**config.mk**
```make
export PLATFORM = sky130hd
export DESIGN_NAME = smia_div_step
export DESIGN_NICKNAME = d
export VERILOG_FILES = /design/src/hw/rtl/smia_pkg.sv /design/src/hw/rtl/smia_div_step.sv
export SDC_FILE = /design/constraint.sdc
export NUM_CORES = 1
export LEC_CHECK = 0
export ABC_AREA = 1
export BUFFER_PORTS_ARGS = -buffer_cell sky130_fd_sc_hd__buf_2
export CAP_MARGIN = 10
export CORE_AREA = 2 2 208 210
export DETAILED_ROUTE_END_ITERATION = 8
export DIE_AREA = 0 0 210 212
export GPL_ROUTABILITY_DRIVEN = 0
export SKIP_LAST_GASP = 1
export SLEW_MARGIN = 25
export SYNTH_ARGS = -nofsm -noshare
export SYNTH_HDL_FRONTEND = slang
export SYNTH_SLANG_ARGS = --single-unit
```
**constraint.sdc**
```tcl
create_clock -name clk_i -period 0.8 [get_ports clk_i]
set_input_delay 0.24 -clock clk_i [delete_from_list [all_inputs] [get_ports clk_i]]
set_output_delay 0.24 -clock clk_i [all_outputs]
set_load 0.005 [all_outputs]
```
**src/hw/rtl/smia_pkg.sv**
```systemverilog
// Package for the stack machine integer ALU.
// Holds operation codes, shared widths and the pipeline token types.
package smia_pkg;

  localparam int unsigned DataW    = 64;
  localparam int unsigned HalfW    = 32;
  localparam int unsigned KindW    = 4;
  localparam int unsigned DivSteps = DataW;

  localparam logic [KindW-1:0] KindAdd  = 4'd0;
  localparam logic [KindW-1:0] KindSub  = 4'd1;
  localparam logic [KindW-1:0] KindMul  = 4'd2;
  localparam logic [KindW-1:0] KindDiv  = 4'd3;
  localparam logic [KindW-1:0] KindRem  = 4'd4;
  localparam logic [KindW-1:0] KindNeg  = 4'd5;
  localparam logic [KindW-1:0] KindShl  = 4'd6;
  localparam logic [KindW-1:0] KindShr  = 4'd7;
  localparam logic [KindW-1:0] KindUshr = 4'd8;
  localparam logic [KindW-1:0] KindAnd  = 4'd9;
  localparam logic [KindW-1:0] KindOr   = 4'd10;
  localparam logic [KindW-1:0] KindXor  = 4'd11;

  // Token leaving the front stage: partial products still unsummed
  typedef struct packed {
    logic [KindW-1:0] kind;
    logic             is_long;
    logic             dz;
    logic             neg_q;
    logic             neg_r;
    logic [DataW-1:0] res;
    logic [DataW-1:0] pp_ll;
    logic [HalfW-1:0] pp_lh;
    logic [HalfW-1:0] pp_hl;
    logic [DataW-1:0] ma;
    logic [DataW-1:0] mb;
  } front_t;

  // Token travelling through the divider steps
  typedef struct packed {
    logic [KindW-1:0] kind;
    logic             is_long;
    logic             dz;
    logic             neg_q;
    logic             neg_r;
    logic [DataW-1:0] res;
    logic [DataW-1:0] quo;
    logic [DataW-1:0] rem;
    logic [DataW-1:0] dvs;
  } div_t;

  function automatic logic [DataW-1:0] sext32(input logic [DataW-1:0] v);
    return {{HalfW{v[HalfW-1]}}, v[HalfW-1:0]};
  endfunction

endpackage

```
**src/hw/rtl/smia_div_step.sv**
```systemverilog
// One restoring-division step: one quotient bit per stage.
// Depends on smia_pkg.
module smia_div_step (
  input  logic           clk_i,
  input  logic           rst_ni,
  input  logic           adv_i,
  input  logic           valid_i,
  input  smia_pkg::div_t tok_i,
  output logic           valid_o,
  output smia_pkg::div_t tok_o
);

  logic [smia_pkg::DataW:0] t, diff;
  logic                     ge;
  smia_pkg::div_t           tok_d, tok_q;
  logic                     valid_q;

  // shift in next dividend bit, trial subtract
  assign t    = {tok_i.rem, tok_i.quo[smia_pkg::DataW-1]};
  assign diff = t - {1'b0, tok_i.dvs};
  assign ge   = !diff[smia_pkg::DataW];

  always_comb begin
    tok_d     = tok_i;
    tok_d.rem = ge ? diff[smia_pkg::DataW-1:0] : t[smia_pkg::DataW-1:0];
    tok_d.quo = {tok_i.quo[smia_pkg::DataW-2:0], ge};
  end

  always_ff @(posedge clk_i or negedge rst_ni) begin
    if (!rst_ni) begin
      valid_q <= 1'b0;
    end else if (adv_i) begin
      valid_q <= valid_i;
    end
  end

  always_ff @(posedge clk_i) begin
    if (adv_i) begin
      tok_q <= tok_d;
    end
  end

  assign valid_o = valid_q;
  assign tok_o   = tok_q;

endmodule

```
==> flow_metrics.env <==
export IMPL_status="finished, violations left"
export IMPL_violations="negative setup slack"
export IMPL_fp_row_count=76
export IMPL_rr_worst_depth=1
export IMPL_die_h_um=212
export IMPL_worst_setup_path_start_kind="primary input"
export IMPL_power_mw=44.2
export IMPL_grt_pass1_wl_um=94300
export IMPL_clockRootBuffer="clkbuf_16"
export IMPL_clk_path_buf_depth=3
export IMPL_switching_share_pct=29.9
export IMPL_grt_max_degree=42
export IMPL_cts_max_level=1
export IMPL_powerDensity_nw_per_um2=1700
export IMPL_dr_pass1_iters=6
export IMPL_worst_slack_ps=-1110
export IMPL_core_area_um2=42500
export IMPL_cts_buffers_inserted=30
export IMPL_grt_overflow=0
export IMPL_synth_avg_cell_area_um2=8.11
export IMPL_antenna_found_initial=13
export IMPL_insertion_delay_ps=580
export IMPL_synthMuxAreaShare_pct=0.0740
export IMPL_io_buffers=532
export IMPL_yosysTopAreaCell="edfxtp_1"
export IMPL_arrival_ps=2240
export IMPL_path_clk_slew_ps=60
export IMPL_clock_sinks=265
export IMPL_drv_cap=0
export IMPL_die_x_um=210
export IMPL_synth_most_common_cell="nand2_1"
export IMPL_fin_crit_sh_pct=238
export IMPL_hold_ws_ps=14.5
export IMPL_cts_tree="built"
export IMPL_ioPinCount=533
export IMPL_synthTopCellsByArea="edfxtp_1 52%, nand2_1 20%, inv_1 9.6%"
export IMPL_fmax_ghz=0.525
export IMPL_syn_to_final_growth_pct=70.4
export IMPL_placed_cell_area_um2=21000
export IMPL_skew_ps=0
export IMPL_route_detailed_drc=0
export IMPL_hold_viol=0
export IMPL_holdPathStages=2
export IMPL_antenna_left=0
export IMPL_synth_top_area_share_pct=52.1
export IMPL_ys_types=33
export IMPL_dpl_hpwl_um=49500
export IMPL_initial_core_util_pct=35.8
export IMPL_dp_cells=3258
export IMPL_synth_top_family_by_area="simple AND/OR/NAND/NOR gates"
export IMPL_wl_per_cell_um=18.3
export IMPL_dr_first_iter_drc_count=1264
export IMPL_cp_max_fo=6
export IMPL_rrSetupSlack_ps=20
export IMPL_p_clk_share_pct=30.8
export IMPL_intPower_mw=31.0
export IMPL_synthArstFlopShare_pct=0.377
export IMPL_drive_above_1_share_pct=37.6
export IMPL_nets=3342
export IMPL_fin_area_um2=25900
export IMPL_power_frac_comb_pct=29.8
export IMPL_rsz0062_at_grt="true"
export IMPL_syn_inst=1877
export IMPL_syn_num_nets=2210
export IMPL_switchingPower_mw=13.2
export IMPL_finalSetupViolations=330
export IMPL_required_ps=1140
export IMPL_yosys_area_share_adder_pct=5.40
export IMPL_p_leak_nw=13.5
export IMPL_fin_cells=3585
export IMPL_drt_vias_per_instance=4.60
export IMPL_grt_total_usage_pct=28.1
export IMPL_grt_pass1_vias=16457
export IMPL_ys_seq_area_share_pct=52.3
export IMPL_synth_xor_area_share_pct=1.78
export IMPL_crit_type="primary input to flip-flop"
export IMPL_routed_wirelength_um=65500
export IMPL_netlist_top_cells_count="794 x nand2_1, 391 x inv_1, 264 x edfxtp_1"
export IMPL_fin_util_pct=61.0
export IMPL_synth_area_um2=15200
export IMPL_peakVddDrop_v=0.00161
export IMPL_hold_class="primary input to flip-flop"
export IMPL_worst_slew_pin_slew_ps=363
export IMPL_synth_edf_count=264
export IMPL_die_area_um2=44500
export IMPL_period_minus_slack_ps=1910
export IMPL_maxSlewHeadroom_pct=75.7
export IMPL_yosys_warnings=0
export IMPL_yosys_area_share_simple_pct=27.6
export IMPL_drv_slew=0
export IMPL_vias=16492
export IMPL_worst_setup_path_end_kind="flip-flop"
export IMPL_synth_compound_area_share_pct=2.17
export IMPL_ys_ff_latch=265
export IMPL_ys_flop_type="edfxtp_1"
export IMPL_pwr_share_seq_pct=39.4
==> stage by stage <==
| stage | setup TNS, ps | setup slack, ps |
|---|---|---|
| 3_5_place_dp | -165340 | -1760 |
| 3_3_place_gp | -159190 | -1740 |
| 2_1_floorplan | -90170 | -1400 |
| 5_1_grt | -225940 | -1200 |
| 6_report | -209490 | -1110 |
| 4_1_cts | -210660 | -1020 |
==> placed cells by master, fill, tap and decap left out, types with 8 or more instances in the layout <==
master	count
buf_2	523
nor2_1	89
inv_2	17
nor2_4	8
nand2_1	710
nand3_2	9
nand2_4	28
dlygate4sd3_1	242
nand2_2	85
ha_1	23
a21oi_1	40
nand3_1	58
xor2_1	30
nor2_2	14
clkbuf_16	34
nor3_1	11
buf_6	9
diode_2	8
ha_4	40
buf_4	310
a21oi_2	11
edfxtp_1	264
nand4_1	18
inv_1	377
o21bai_1	8
buf_12	18
==> cells by family after synthesis <==
kind of cell    after synthesis
xor+xnor                     31
fa+ha+maj                    65
mux                           1
flops                       265
compound gates               62
buf+inv                     409
simple gates               1044
==> worst max-delay path, stage by stage <==
cell and delay, ps:
buf_2 100, inv_1 70, ha_4 280, nand2_2 60, inv_2 70, nand2_4 80, nor2_4 170, nand2_4 90
nor4_4 280, nand2_4 120, buf_6 140, nand3_4 90, nand2_8 110, clkbuf_16 210, nand2_4 70, nand2_2 40
==> sequential cells by signal (all words and copies together), names as in the netlist <==
signal and cells:
valid_o 1, tok_o 264
==> routing by layer <==
| metal | global-route usage [%] | share of wire [%] | up-vias |
|---|---|---|---|
| met5 | 0 | 0.11 | - |
| met4 | 11.9 | 4.4 | 12 |
| met3 | 5.92 | 7.4 | 144 |
| met2 | 50.2 | 49 | 635 |
| met1 | 32.6 | 39 | 7615 |
| li1 | - | - | 8086 |
==> power groups by stage <==
stage	Combinational, mW	Clock [mW]	Sequential, mW
after floorplan	4.32	0	17.7
after global placement	10.3	0	17.6
after detailed placement	10.5	0	17.6
after CTS	12.3	13.9	17.4
after global routing	14.3	14.4	17.5
final	13.2	13.6	17.4
==> path summary, 6_finish.rpt <==
| path | from | end |
|---|---|---|
| max | tok_i[34] | tok_o[123] |
| min | tok_i[29] | tok_o[29] |
| max reg2reg | valid_o | valid_o |
| min reg2reg | valid_o | valid_o |
| max in group asynchronous | rst_ni | valid_o |
| min in group asynchronous | rst_ni | valid_o |
==> repair_timing <==
item | CTS | global route
setup buffers | 11 | 2
endpoints found under the hold margin | 241 | 1
resized for setup | 123 | 113
cloned | 5 | 5
endpoints found under the setup margin | 330 | 330
hold buffers | 241 | 1
pin swaps | 21 | 21
==> area by class of cell <==
cell class / count / area, um2
sequential: 265 / 7950
clock inverter: 17 / 164
inverter: 396 / 1500
clock buffer: 37 / 798
fill: 3687 / 16600
multi-input combinational: 1204 / 6730
timing repair buffer: 1112 / 8080
antenna: 8 / 20.0
tap: 546 / 683
Note: power is estimated with default switching activity, not from simulation.
